<file path="src/hdl/mi4_pkg.sv">
// Package for the 4x4 fixed-point matrix inverse.
// Holds the sequencer state type, the minor and adjugate index tables and shared constants.
// Used by every module of the block; depends on nothing.
package mi4_pkg;

	typedef enum logic [2:0] {
		ST_LOAD,
		ST_MINOR,
		ST_ADJ,
		ST_DET,
		ST_DIV
	} state_t;

	localparam logic [63:0] SAT_MAX = 64'h7FFF_FFFF_FFFF_FFFF;
	localparam int Q_BITS = 40;
	localparam int NUM_MINORS = 18;

	// Each minor packs row r, row s, column x, column y as four 2-bit fields.
	localparam logic [7:0] MINOR_TAB [NUM_MINORS] = '{
		8'hBB, 8'hB7, 8'hB6, 8'hB3, 8'hB2, 8'hB1,
		8'h7B, 8'h77, 8'h76, 8'h6B, 8'h67, 8'h66,
		8'h73, 8'h72, 8'h63, 8'h62, 8'h71, 8'h61
	};

	// Matrix entries of the three cofactor terms, one nibble each.
	localparam logic [11:0] ADJ_ENT [16] = '{
		12'h567, 12'h123, 12'h123, 12'h123,
		12'h467, 12'h023, 12'h023, 12'h023,
		12'h457, 12'h013, 12'h013, 12'h013,
		12'h456, 12'h012, 12'h012, 12'h012
	};

	// Minor numbers of the three cofactor terms, five bits each.
	localparam logic [14:0] ADJ_MIN [16] = '{
		{5'd0, 5'd1, 5'd2}, {5'd0, 5'd1, 5'd2}, {5'd6, 5'd7, 5'd8}, {5'd9, 5'd10, 5'd11},
		{5'd0, 5'd3, 5'd4}, {5'd0, 5'd3, 5'd4}, {5'd6, 5'd12, 5'd13}, {5'd9, 5'd14, 5'd15},
		{5'd1, 5'd3, 5'd5}, {5'd1, 5'd3, 5'd5}, {5'd7, 5'd12, 5'd16}, {5'd10, 5'd14, 5'd17},
		{5'd2, 5'd4, 5'd5}, {5'd2, 5'd4, 5'd5}, {5'd8, 5'd13, 5'd16}, {5'd11, 5'd15, 5'd17}
	};

	// Adjugate entries that are negated at the end.
	localparam logic [15:0] ADJ_NEG = 16'h5A5A;

endpackage

</file>
<file path="src/hdl/mi4_mul.sv">
// Shared 33x33 signed multiplier with a registered product.
// Serves the exact minor products and the partial products of the wide terms.
// Depends on mi4_pkg.
module mi4_mul
	import mi4_pkg::*;
(
	input  logic               clk,
	input  logic signed [32:0] a,
	input  logic signed [32:0] b,
	output logic signed [65:0] p_q
);

	always_ff @(posedge clk) begin
		p_q <= a * b;
	end

endmodule

</file>
<file path="config.mk">
export PLATFORM = sky130hd
export DESIGN_NAME = mi4_mul
export DESIGN_NICKNAME = d
export VERILOG_FILES = /design/src/hdl/mi4_pkg.sv /design/src/hdl/mi4_mul.sv
export SDC_FILE = /design/constraint.sdc
export NUM_CORES = 2
export LEC_CHECK = 0
export BUFFER_PORTS_ARGS = -buffer_cell sky130_fd_sc_hd__buf_2
export CAP_MARGIN = 25
export CORE_UTILIZATION = 30
export DETAILED_ROUTE_END_ITERATION = 8
export GPL_TIMING_DRIVEN = 0
export PLACE_DENSITY = 0.51
export SLEW_MARGIN = 20
export SYNTH_ARGS = -nofsm -noshare
export SYNTH_HDL_FRONTEND = slang
export SYNTH_SLANG_ARGS = --single-unit
</file>
<file path="constraint.sdc">
create_clock -name clk -period 12 [get_ports clk]
set_clock_uncertainty 0.05 [all_clocks]
set_input_delay 2.4 -clock clk [delete_from_list [all_inputs] [get_ports clk]]
set_output_delay 2.4 -clock clk [all_outputs]
set_load 0.05 [all_outputs]
</file>
# Yosys cells after proc, flatten, opt, wreduce, memory -nomap -nowiden
# Index checks and enable logic that the tools add are counted.
[totals]
reg_bits = 66
inputBits = 67
[op_classes]
mul = 1
[op_table]
columns = ["operator", "count"]
rows = [
  ["33-bit by 33-bit multiplier with 66-bit output", 1],
]

# Longest topological paths before layout
[logic_depth]
word_depth = 1
mapped_depth = 27
mapped_depth_nobuf = 26

# Least setup slack after synthesis
# No wires, ideal clock.
[synth_timing]
kind = "input port to flip-flop"
from = "input a[32]"
to = "register p_q[62]"
t_arrival_ns = 9.557
required_time_ns = 11.871
slack_ns = 2.314
path_stages = 23
path_buffers = 2
cell_sequence = "clkbuf_1 nand2_1 inv_1 fa_1 fa_1 fa_1 fa_1 fa_1 fa_1 fa_1 inv_1 fa_1 inv_1 ha_1 clkbuf_1 and3_1 nand3_1 nand2b_1 a2111oi_4 a211oi_4 a21o_2 a21o_1 a211oi_2"
[synth_between]
elab_chain_cells = 1
[synth_rtl]
columns = ["item", "line_no", "source"]
rows = [
  ["start, declared", "mi4_mul.sv:8", "input logic signed [32:0] a,"],
  ["33-bit by 33-bit multiplier with 66-bit output", "mi4_mul.sv:14", "p_q <= a * b;"],
  ["end signal, assigned", "mi4_mul.sv:14", ""],
  ["end, declared", "mi4_mul.sv:10", "output logic signed [65:0] p_q"],
]
# Every way passes these cells.

# Final worst setup path
[layout_timing]
from = "input a[32]"
to = "register p_q[58]"
# Same word-level chain as after synthesis.

==> results.toml <==
[global_route]
grt_max_degree = 27
grt.overflow.total = 0
grt_pass1_wl_um = 231300
met3_usage_pct = 4.778
initial_antenna_violation_count = 35
first_global_vias = 32950
gr-usage-met2_pct = 37.67
gr-usage-met1_pct = 31.52
grt-busiest-layer = "met2"
gr-usage-all-layers_pct = 23.76

[cells_and_area]
largest_registers = "p_q x66"
reg_with_most_ffs = "p_q"
final_net_count = 5921
largest_reg_flops = 66
synth_to_layout_area_growth_pct = 8.207
drive_above_1_share_pct = 4.692

[floorplanning]
core_region_area_sq_um = 134100
design.portCount = 133
fp.dieArea_sq_um = 137300
start_util_pct = 30.37
die_width_um = 370.5
floorplan.die.height_um = 370.5
rows = 134

[sta]
final_min_period_over_clock_period_pct = 95.92
setup_viol = 0
hold_viol = 0
slew_violations = 0
rsz0062_at_grt = "no"
period_needed_ns = 11.51
final.setup.tns_ns = 0
timing.hold.ws_ns = 2.457
max_slew_margin_pct = 19.85
fmax_ghz = 0.08688
worstMarginPinSlew_ns = 1.202

[clocking]
tritoncts.num_buffers = 9
cts_repair_resizes = 0
postCtsSetupRepairBufs = 0
clock_sinks = 66
htree_levels = 3
cts_tree = "done"
number_of_hold_buffers_added_after_cts = 0
cts_root_buffer = "sky130_fd_sc_hd__clkbuf_16"
clkSlewWorstSetupHoldPaths_ns = 0.07
worst_case_clock_buffer_depth = 2

[synthesis]
synth-edff-count = 0
average_instance_area_after_synthesis_sq_um = 9.390
netlist_top_cells_area = "sky130_fd_sc_hd__fa_1 56%, sky130_fd_sc_hd__inv_1 10%, sky130_fd_sc_hd__and2_1 8.6%"
synth_area_leader_cell = "sky130_fd_sc_hd__fa_1"
ys_warn_count = 0
postSynthCellCount = 4338
seq_area_frac_synth_pct = 3.244
synth.lib_cells_used.distinct = 80
syn_nets = 5767
yosys_register_bits = 66
combined_area_of_all_synthesized_cells_sq_um = 40730
async_reset_ff_share_pct = 0
commonest_register_cell_after_synthesis = "sky130_fd_sc_hd__dfxtp_1"
synth_top_area_share_pct = 56.27

[setup_path]
worst-setup-path-type = "input port to flip-flop"
cp-end-kind = "flip-flop"
startpoint_types = "input port"
cp_data_required_time_ns = 12.25
critical_path_arrival_ns = 11.76
worstPathMaxFanout = 17

[worst_hold_path]
hp-start = "a[0]"
min-delay-path-class = "input port to flip-flop"
min_delay_path_depth = 2
min_to = "p_q[0]$_DFF_P_"

[detailed_routing]
drtIter0Drc = 2274
drt_drc_violations_left = 0
detail_route.vias_per_cell = 4.823
wl_per_cell_um = 25.02
antenna_left = 0
routed_wl_um = 157100
dr.pass1.iters = 8
via_count = 30290

[run]
cap_violations = 0

[placed_design]
io_buffer_count = 132
place.detailed.hpwl_um = 137100
place.gp.congestion = 0.9923

[run_status]
outcome = "finished clean"
==> synthesized netlist by cell type, types with 3 or more instances <==
master                        n
sky130_fd_sc_hd__o31ai_4      3
sky130_fd_sc_hd__or3_1        3
sky130_fd_sc_hd__ha_1       217
sky130_fd_sc_hd__nor2_1      68
sky130_fd_sc_hd__fa_1      1145
sky130_fd_sc_hd__nor3_1       7
sky130_fd_sc_hd__o21ai_0     25
sky130_fd_sc_hd__nand3_1     25
sky130_fd_sc_hd__o21a_1       6
sky130_fd_sc_hd__a21oi_1     57
sky130_fd_sc_hd__o21bai_1    11
sky130_fd_sc_hd__nor2b_1      5
sky130_fd_sc_hd__a31oi_1      8
sky130_fd_sc_hd__xnor2_1     43
sky130_fd_sc_hd__nand4_1     11
sky130_fd_sc_hd__nand2_1    551
sky130_fd_sc_hd__xor2_1      25
sky130_fd_sc_hd__a211oi_1     7
sky130_fd_sc_hd__a211oi_2     3
sky130_fd_sc_hd__nand2b_1    12
sky130_fd_sc_hd__a211o_1      6
sky130_fd_sc_hd__o211ai_1     4
sky130_fd_sc_hd__o21ai_1      6
sky130_fd_sc_hd__or2_2        3
sky130_fd_sc_hd__and2_1     562
sky130_fd_sc_hd__buf_2       11
sky130_fd_sc_hd__clkbuf_1   208
sky130_fd_sc_hd__dfxtp_1     66
sky130_fd_sc_hd__and3_1       5
sky130_fd_sc_hd__a21oi_2      3
sky130_fd_sc_hd__a21o_1      36
sky130_fd_sc_hd__inv_1     1131
sky130_fd_sc_hd__and4_1       5
==> worst max-delay path, cell delays in order <==
cell and delay (ns):
sky130_fd_sc_hd__buf_2 0.17, sky130_fd_sc_hd__clkbuf_1 0.83, sky130_fd_sc_hd__nand2_1 0.23, sky130_fd_sc_hd__inv_1 0.19, sky130_fd_sc_hd__fa_1 0.52, sky130_fd_sc_hd__fa_1 0.64, sky130_fd_sc_hd__fa_2 0.61, sky130_fd_sc_hd__fa_2 0.98
sky130_fd_sc_hd__fa_1 0.54, sky130_fd_sc_hd__fa_1 0.52, sky130_fd_sc_hd__fa_1 0.50, sky130_fd_sc_hd__inv_1 0.06, sky130_fd_sc_hd__fa_1 0.48, sky130_fd_sc_hd__inv_1 0.05, sky130_fd_sc_hd__ha_1 0.26, sky130_fd_sc_hd__clkbuf_1 0.21
sky130_fd_sc_hd__and3_1 0.24, sky130_fd_sc_hd__nand3_1 0.15, sky130_fd_sc_hd__nand2b_1 0.43, sky130_fd_sc_hd__nor2_1 0.31, sky130_fd_sc_hd__a211oi_4 0.79, sky130_fd_sc_hd__a21oi_2 0.24, sky130_fd_sc_hd__nor4b_2 0.29, sky130_fd_sc_hd__a311oi_1 0.08
==> routing by layer <==
metal  wire length (um)  vias to the layer above
met5                147                        -
met4               7617                       22
met3              12380                      295
met2              71770                     1157
met1              65190                    16140
li1                   -                    12670
==> stage by stage <==
step / instances / setup WS, ns / cell area [sq um] / utilization [%]
after floorplan: 4338 / 2.314 / 40730 / -
after global placement: 6238 / -0.5723 / 43610 / 32.51
after detailed placement: 6246 / 0.08123 / 43730 / 32.60
after CTS: 6262 / 0.5134 / 44000 / 32.81
after global routing: 6265 / 0.1441 / 44040 / 32.84
final: 6279 / 0.4895 / 44080 / 32.86
==> layout by cell type (no fill, tap or decap), types with 12 or more instances in the layout <==
cell type                  instances
sky130_fd_sc_hd__fa_1           1143
sky130_fd_sc_hd__inv_1          1131
sky130_fd_sc_hd__and2_1          562
sky130_fd_sc_hd__nand2_1         551
sky130_fd_sc_hd__ha_1            217
sky130_fd_sc_hd__clkbuf_1        208
sky130_fd_sc_hd__buf_2           143
sky130_fd_sc_hd__nor2_1           68
sky130_fd_sc_hd__dfxtp_1          66
sky130_fd_sc_hd__a21oi_1          57
sky130_fd_sc_hd__xnor2_1          43
sky130_fd_sc_hd__a21o_1           36
sky130_fd_sc_hd__o21ai_0          25
sky130_fd_sc_hd__nand3_1          25
sky130_fd_sc_hd__xor2_1           25
sky130_fd_sc_hd__diode_2          14
sky130_fd_sc_hd__nand2b_1         12
==> how the worst max path moves through the flow <==
| stage | start | end | slack [ns] | cells after the start |
|---|---|---|---|---|
| floorplan | a[32] | p_q[62]$_DFF_P_ | 2.31 | 23 |
| global placement | a[32] | p_q[64]$_DFF_P_ | -0.57 | 22 |
| detailed placement | a[32] | p_q[58]$_DFF_P_ | 0.08 | 24 |
| CTS | a[32] | p_q[58]$_DFF_P_ | 0.51 | 24 |
| global route | a[32] | p_q[62]$_DFF_P_ | 0.14 | 24 |
| finish | a[32] | p_q[58]$_DFF_P_ | 0.49 | 24 |
==> cells by family after synthesis <==
| logic type | after synthesis | synth area share (%) |
|---|---|---|
| compound gates | 219 | 4.067 |
| xor+xnor | 68 | 1.462 |
| fa+ha+maj | 1362 | 62.94 |
| buf+inv | 1352 | 12.51 |
| flops | 66 | 3.244 |
| simple gates | 1271 | 15.78 |
==> layout make-up <==
| class | instances | area [sq um] |
|---|---|---|
| Inverter | 1131 | 4245 |
| Fill cell | 14240 | 90050 |
| Sequential cell | 66 | 1321 |
| Tap cell | 1768 | 2212 |
| Antenna cell | 14 | 35.03 |
| Clock buffer | 9 | 225.2 |
| Clock inverter | 7 | 53.80 |
| Multi-Input combinational cell | 2920 | 34330 |
| Timing Repair Buffer | 143 | 807.0 |
| Buffer | 221 | 850.8 |
Power is left out: the tool's default activity adds up to more than one toggle a clock period on the data nets, which glitch-free logic cannot reach.
