### config.mk
export PLATFORM = sky130hd
export DESIGN_NAME = mi4_div
export DESIGN_NICKNAME = d
export VERILOG_FILES = /design/src/hdl/mi4_pkg.sv /design/src/hdl/mi4_div.sv
export SDC_FILE = /design/constraint.sdc
export NUM_CORES = 1
export LEC_CHECK = 0
export ABC_AREA = 1
export BUFFER_PORTS_ARGS = -buffer_cell sky130_fd_sc_hd__buf_2
export CAP_MARGIN = 5
export CORE_ASPECT_RATIO = 0.9
export CORE_MARGIN = 2
export CORE_UTILIZATION = 34
export DETAILED_ROUTE_END_ITERATION = 10
export HOLD_SLACK_MARGIN = 0.12
export SETUP_SLACK_MARGIN = 0.15
export SYNTH_ARGS = -nofsm -noshare
export SYNTH_HDL_FRONTEND = slang
export SYNTH_SLANG_ARGS = --single-unit
### constraint.sdc
create_clock -name clk -period 9.4 [get_ports clk]
set_clock_uncertainty 0.05 [all_clocks]
set_input_delay 1.88 -clock clk [delete_from_list [all_inputs] [get_ports clk]]
set_output_delay 1.88 -clock clk [all_outputs]
set_load 0.02 [all_outputs]
### src/hdl/mi4_pkg.sv
// Package for the 4x4 fixed-point matrix inverse.
// Holds the sequencer state type, the minor and adjugate index tables and shared constants.
// Used by every module of the block; depends on nothing.
package mi4_pkg;

	typedef enum logic [2:0] {
		ST_LOAD,
		ST_MINOR,
		ST_ADJ,
		ST_DET,
		ST_DIV
	} state_t;

	localparam logic [63:0] SAT_MAX = 64'h7FFF_FFFF_FFFF_FFFF;
	localparam int Q_BITS = 40;
	localparam int NUM_MINORS = 18;

	// Each minor packs row r, row s, column x, column y as four 2-bit fields.
	localparam logic [7:0] MINOR_TAB [NUM_MINORS] = '{
		8'hBB, 8'hB7, 8'hB6, 8'hB3, 8'hB2, 8'hB1,
		8'h7B, 8'h77, 8'h76, 8'h6B, 8'h67, 8'h66,
		8'h73, 8'h72, 8'h63, 8'h62, 8'h71, 8'h61
	};

	// Matrix entries of the three cofactor terms, one nibble each.
	localparam logic [11:0] ADJ_ENT [16] = '{
		12'h567, 12'h123, 12'h123, 12'h123,
		12'h467, 12'h023, 12'h023, 12'h023,
		12'h457, 12'h013, 12'h013, 12'h013,
		12'h456, 12'h012, 12'h012, 12'h012
	};

	// Minor numbers of the three cofactor terms, five bits each.
	localparam logic [14:0] ADJ_MIN [16] = '{
		{5'd0, 5'd1, 5'd2}, {5'd0, 5'd1, 5'd2}, {5'd6, 5'd7, 5'd8}, {5'd9, 5'd10, 5'd11},
		{5'd0, 5'd3, 5'd4}, {5'd0, 5'd3, 5'd4}, {5'd6, 5'd12, 5'd13}, {5'd9, 5'd14, 5'd15},
		{5'd1, 5'd3, 5'd5}, {5'd1, 5'd3, 5'd5}, {5'd7, 5'd12, 5'd16}, {5'd10, 5'd14, 5'd17},
		{5'd2, 5'd4, 5'd5}, {5'd2, 5'd4, 5'd5}, {5'd8, 5'd13, 5'd16}, {5'd11, 5'd15, 5'd17}
	};

	// Adjugate entries that are negated at the end.
	localparam logic [15:0] ADJ_NEG = 16'h5A5A;

endpackage

### src/hdl/mi4_div.sv
// Restoring divider, one quotient bit per cycle, for one inverse entry.
// Forms |adj| * 2^FRAC_BITS / |det|, rounds half away from zero and saturates to 32 bits.
// Depends on mi4_pkg.
module mi4_div
	import mi4_pkg::*;
#(
	parameter int FRAC_BITS = 16
) (
	input  logic        clk,
	input  logic        arst_n,
	input  logic        start,
	input  logic [63:0] num_mag,
	input  logic [63:0] den_mag,
	input  logic        neg,
	output logic        done,
	output logic [31:0] result
);

	localparam int NW = 64 + FRAC_BITS;
	localparam int CW = $clog2(NW);

	logic          busy_q;
	logic          done_q;
	logic [CW-1:0] cnt_q;
	logic [NW-1:0] num_q;
	logic [63:0]   rem_q;
	logic [63:0]   den_q;
	logic [Q_BITS-1:0] quo_q;
	logic          big_q;
	logic          neg_q;

	logic [64:0] rem_sh;
	logic [64:0] rem_sub;
	logic        fits;
	logic        low_bit;
	logic        half;
	logic [Q_BITS:0] q_rnd;
	logic [Q_BITS:0] lim;
	logic [Q_BITS:0] q_sat;
	logic [Q_BITS:0] q_neg;

	always_comb begin
		rem_sh  = {rem_q, num_q[NW-1]};
		fits    = rem_sh >= {1'b0, den_q};
		rem_sub = rem_sh - {1'b0, den_q};
		low_bit = cnt_q < CW'(Q_BITS);
		half    = {rem_q, 1'b0} >= {1'b0, den_q};
		q_rnd   = {1'b0, quo_q} + (Q_BITS+1)'(!big_q && half);
		lim     = neg_q ? (Q_BITS+1)'(33'h0_8000_0000) : (Q_BITS+1)'(33'h0_7FFF_FFFF);
		q_sat   = (big_q || (q_rnd > lim)) ? lim : q_rnd;
		q_neg   = '0 - q_sat;
		result  = neg_q ? q_neg[31:0] : q_sat[31:0];
	end

	assign done = done_q;

	always_ff @(posedge clk or negedge arst_n) begin
		if (!arst_n) begin
			busy_q <= 1'b0;
			done_q <= 1'b0;
		end else if (start) begin
			busy_q <= 1'b1;
			done_q <= 1'b0;
		end else if (busy_q && (cnt_q == '0)) begin
			busy_q <= 1'b0;
			done_q <= 1'b1;
		end
	end

	always_ff @(posedge clk) begin
		if (start) begin
			num_q <= {num_mag, {FRAC_BITS{1'b0}}};
			rem_q <= '0;
			den_q <= den_mag;
			quo_q <= '0;
			big_q <= 1'b0;
			neg_q <= neg;
			cnt_q <= CW'(NW - 1);
		end else if (busy_q) begin
			num_q <= {num_q[NW-2:0], 1'b0};
			rem_q <= fits ? rem_sub[63:0] : rem_sh[63:0];
			quo_q <= {quo_q[Q_BITS-2:0], fits && low_bit};
			if (fits && !low_bit) begin
				big_q <= 1'b1;
			end
			cnt_q <= cnt_q - CW'(1);
		end
	end

endmodule

* After elaboration in Yosys (flattened, before gate mapping)
Index checks and enable logic that the tools add are counted.
** Operators by class
- Muxes and demuxes :: 10
- Divide/modulo/power cells :: 0
- Reductions and logical operators :: 11
- Add/subtract/negate cells :: 4
- Shifts and indexed selects :: 0
- Bitwise operators :: 0
- $mul :: 0
- Equal/unequal tests :: 0
- Magnitude comparators :: 4
** Operators by type and width (count)
- 80-bit two-way mux :: 2
- 65-bit by 64-bit >= comparator with 1-bit output :: 2
- 32-bit two-way mux :: 3
- 64-bit two-way mux :: 1
- 64-bit subtractor :: 1
- 40-bit by 1-bit adder with 41-bit output :: 1
- 41-bit by 32-bit > comparator with 1-bit output :: 1
- 1-bit by 32-bit subtractor with 32-bit output, first input constant :: 1
- 7-bit logical NOT :: 1
- 7-bit by 6-bit < comparator with 1-bit output, second input constant :: 1
- 7-bit by 1-bit subtractor with 7-bit output, second input constant :: 1
- 1-bit logical AND :: 4
- 1-bit two-way mux :: 4
- 2-bit nonzero test :: 2
- 1-bit logical NOT :: 2
- 2-bit AND reduction :: 1
- 1-bit logical OR :: 1
** Storage, ports and cells
- Memories kept :: 0
- ROM bits :: 0
- Output and inout bits :: 33
- Logic and storage cells :: 38
- Latch bits :: 0
- Flip-flop bits (word level) :: 243
- Bits in writable memories :: 0

* Logic depth before layout (Yosys ltp)
- Word-level depth :: 8
- Depth in mapped cells :: 50

* Least setup slack after synthesis
OpenSTA, ideal clock, no wires.
- Kind :: flip-flop to output port
- Start point :: reg den_q[14]
- End point :: out result[16]
- Data arrival time :: 5848 ps
- Path slack :: 1622 ps
- Stages on the path, launching flop included :: 42
- Required time :: 7470 ps
- Path buffers :: 1
- Path through :: edfxtp_1 > inv_1 > ha_1 > nand2_1 > nor2_1 > inv_1 > nor2_1 > inv_1 > o221ai_1 > a21oi_1 > o21ai_0 > o21ai_0 > inv_1 > ha_1 > ha_1 > nand3_2 > inv_2 > nand2_1 > [... 6 more ...] > nor2_1 > and3_1 > nand4_1 > nor2_1 > nand3_1 > nand2_2 > nand2_1 > nand2_4 > buf_2 > inv_1 > a21oi_1 > ha_1 > nand3_1 > nor2_2 > nand3_2 > o21ai_2 > o21ai_1 > o21ai_1
** On the way
- Longest elaborated chain between the ends :: 8
** RTL lines
- from (decl) :: RTL line mi4_div.sv:27 : logic [63:0] den_q;
- from (signal assigned) :: RTL line mi4_div.sv:74 : den_q <= den_mag;
- 65-bit by 64-bit >= comparator with 1-bit output (*) :: RTL line mi4_div.sv:47 : half = {rem_q, 1'b0} >= {1'b0, den_q};
- 1-bit logical AND (*) :: RTL line mi4_div.sv:48 : q_rnd = {1'b0, quo_q} + (Q_BITS+1)'(!big_q && half);
- 40-bit by 1-bit adder with 41-bit output (*) :: RTL line mi4_div.sv:48
- 41-bit by 32-bit > comparator with 1-bit output :: RTL line mi4_div.sv:50 : q_sat = (big_q || (q_rnd > lim)) ? lim : q_rnd;
- 1-bit logical OR :: RTL line mi4_div.sv:50
- 32-bit two-way mux (*) :: RTL line mi4_div.sv:50
- 1-bit by 32-bit subtractor with 32-bit output :: RTL line mi4_div.sv:51 : q_neg = '0 - q_sat;
- 32-bit two-way mux (*) :: RTL line mi4_div.sv:52 : result = neg_q ? q_neg[31:0] : q_sat[31:0];
- to (decl) :: RTL line mi4_div.sv:16 : output logic [31:0] result
Every way passes the cells marked *; elsewhere a longest branch is shown, timed or not.

* Worst setup path after layout
- Start point :: reg den_q[59]
- End point :: out result[18]
The elaborated chain is that of the path after synthesis.

==> impl_results.md <==
- Vias in the first global route: 15277
- Unrepaired setup endpoints after global routing: false
- Mapped Cells: approximately 2300
- Crit. End Element: output port
- CP peak stage delay: approximately 0.36 ns
- ANT nets after route: 0
- Initial antenna violation count: 8
- CTS max path bufs: 3
- Slowest-stage cell, CP: ha_2
- Final hold slack: 0.418 ns
- Kind of critical path: register to output port
- Die Y: 215 um
- Period Utilization, post-route: 0.930
- DR iter-0 viols: 1197
- Worst-margin pin slew: 1.05 ns
- Port Buffers: 164
- Syn avg cell area: 7.17 sq um
- Final #Nets: 2721
- Final core utilization: 0.401
- Status: finished, final reports clean
- #FFs+latches synth: 243
- Total global-route track usage: 0.193
- WP data arrival: 6.81 ns
- I/O pin cnt: 165
- Area of the die: 0.0511 sq mm
- Rel. slew slack: 0.298
- # H-tree levels: 1
- Min Tclk post-route: 8.74 ns
- Pwr Density: 268 mW/mm^2
- Primary FF master, synth: edfxtp_1
- Overall Power: 5.26 mW
- Initial Utilization: 0.343
- Via/cell ratio: 5.06
- Design Area, Final: just under 0.02 sq mm
- Synthesized Nets: 2571
- Leakage power: between 8 and 9 nW
- P&R area growth vs syn: 17.0%
- Achievable Freq: 114 MHz
- Synth async-reset ratio: 0.00823
- Most common cell after layout, fill and taps aside: nand2_1
- Clk pin slew, worst setup/hold paths: 0.06 ns
- Inserted Clock Buffers: 29
- CP required: around 7.5 ns
- Largest net degree at the start of global routing: 81
- Final Hold Fails: 0
- Post-Route WL: between 50 and 60 mm
- Setup Total Neg Slack: 0 ns
- Post-cts hold buffer count: 0
- Syn. warnings: 0
- Max-cap violation count: 0
- Clock sink count: 243
- Max IR drop VDD: 0.000167 V
- Fin. max-slew vios: 0
- Final setup viols: 0
- Core area: 0.0489 sq mm
- First-pass GRT wire length: 80.5 mm
- Horiz. Die Dim: 238 um
- Post-synthesis cell area: 0.0168 sq mm
- DR WL/cell: 15.9 um
- TritonCTS clock tree: built
- Critical Path Start Type: register
- Worst path most repeated cell: nand2_1
- GPL Wtd Cong: 0.952
- Cell variety after synth: 57
- Pre-Repair DR Iteration Count: 5
- CTS root buf: clkbuf_16
- Fill count: 5228
- Number of synthesized flops with an enable pin: approximately 130
- HP Class: register to register
- CP Max Fanout: 5
- Commonest cells after routing, fill and taps aside: 626 x nand2_1, 304 x inv_1, 209 x nor2_1
- Clock Latency Late Sink: about 0.58 ns
- Via count of the routed design: 15924
- Rows: a little under 80
- # DRC: 0
- Post-synthesis sequential area ratio: 0.368
- Placed Area: approximately 0.018 sq mm
- Gr ovfl total: 0
- Post-DP HPWL: 38.2 mm
- Layout cell share with drive strength beyond 1: 0.133
[sequential cells by signal (all words and copies together), names as in the netlist]
name / cells
neg_q: 1
quo_q: 40
rem_q: 64
cnt_q: 7
big_q: 1
done: 1
num_q: 64
den_q: 64
busy_q: 1
[cells in the mapped netlist (all sizes together) (4+ instances only)]
cell type,instances,area (sq um)
a21o,9,67.6
nor4,10,62.6
edfxtp,129,3870
dfxtp,112,2240
xor2,55,482
nor2,238,948
nand2,638,2420
o221ai,7,61.3
clkbuf,49,184
nor3,23,125
o21bai,11,93.8
nand3,130,726
or2,4,25.0
inv,309,1160
nand4,19,119
clkinv,5,18.8
o21ai,176,885
o21a,12,90.1
buf,19,144
o211ai,18,135
nand3b,5,37.5
xnor2,21,184
ha,100,1250
o22ai,47,294
a31oi,24,150
a21oi,138,702
a32o,6,60.1
and2,4,25.0
[through the flow]
stage | std cells | setup WS, ns
after CTS | 3134 | 0.207
after detailed placement | 3081 | 0.421
after floorplan | 2338 | 1.62
final | 3147 | 0.660
after global placement | 3081 | 0.547
after global routing | 3144 | 0.0931
[where the power goes]
| part | internal (mW) | switching (mW) | leakage [nW] |
|---|---|---|---|
| logic | 0.937 | 1.72 | 6.17 |
| registers | 1.31 | 0.126 | 2.28 |
| clock network | 0.712 | 0.459 | 0.477 |
[logic make-up (layout without fill, tap and decap cells)]
group,after synthesis,in the layout,share of synthesized area
other,0,5,0
AO/OA/AOI/OAI,461,461,0.158
buffers and inverters,382,554,0.0898
AND/OR/NAND/NOR,1075,1075,0.269
flip-flops,243,243,0.368
adder cells (fa/ha/maj),101,101,0.0758
XOR/XNOR,76,76,0.0397
[cell type report]
type / instances / area, sq um / share of cell area
diodes: 5 / 12.5 / 0.000638
clock buffers: 42 / 815 / 0.0415
clock inverters: 11 / 178 / 0.00906
inverters: 314 / 1190 / 0.0605
multi-input cells: 1713 / 9440 / 0.481
flip-flops and latches: 243 / 6170 / 0.314
well taps: 632 / 791 / 0.0403
repair buffers: 187 / 1030 / 0.0527
[what timing repair did]
action / in CTS / in global routing
cloned: 0 / 1
pin swaps: 0 / 8
setup endpoints to repair: 25 / 31
resized for setup: 12 / 58
buffers inserted: 0 / 7
[routing by layer]
| layer | vias up | part of all wire | routed length [um] | track usage |
|---|---|---|---|---|
| li1 | 8086 | - | - | - |
| met1 | 7249 | 0.49 | 24800 | 0.285 |
| met2 | 515 | 0.41 | 20400 | 0.283 |
| met3 | 66 | 0.078 | 3930 | 0.0455 |
| met4 | 8 | 0.021 | 1030 | 0.0410 |
| met5 | - | 0.00096 | 48 | 0 |
[critical path: cells and delay by family, from the launching register on]
family                     cells  cell delay (ns)
AOI/OAI and AO/OA              6             0.85
buffers and inverters          9             1.00
adders and majority gates      5             1.20
and+or+nand+nor               22             2.51
DFF                            1             0.33
xor gates and xnor gates       1             0.35
[path summary, 6_finish.rpt]
check                      startpoint          to  slack [ns]  cells after the start
max                         den_q[59]  result[18]        0.66                     43
min                          cnt_q[6]    cnt_q[6]        0.42                      2
max reg2reg                 den_q[42]   rem_q[28]        5.25                     16
min reg2reg                  cnt_q[6]    cnt_q[6]        0.42                      2
max in group asynchronous      arst_n        done        8.15                      1
min in group asynchronous      arst_n      busy_q        1.04                      1
Note: power is estimated with default switching activity, not from simulation.
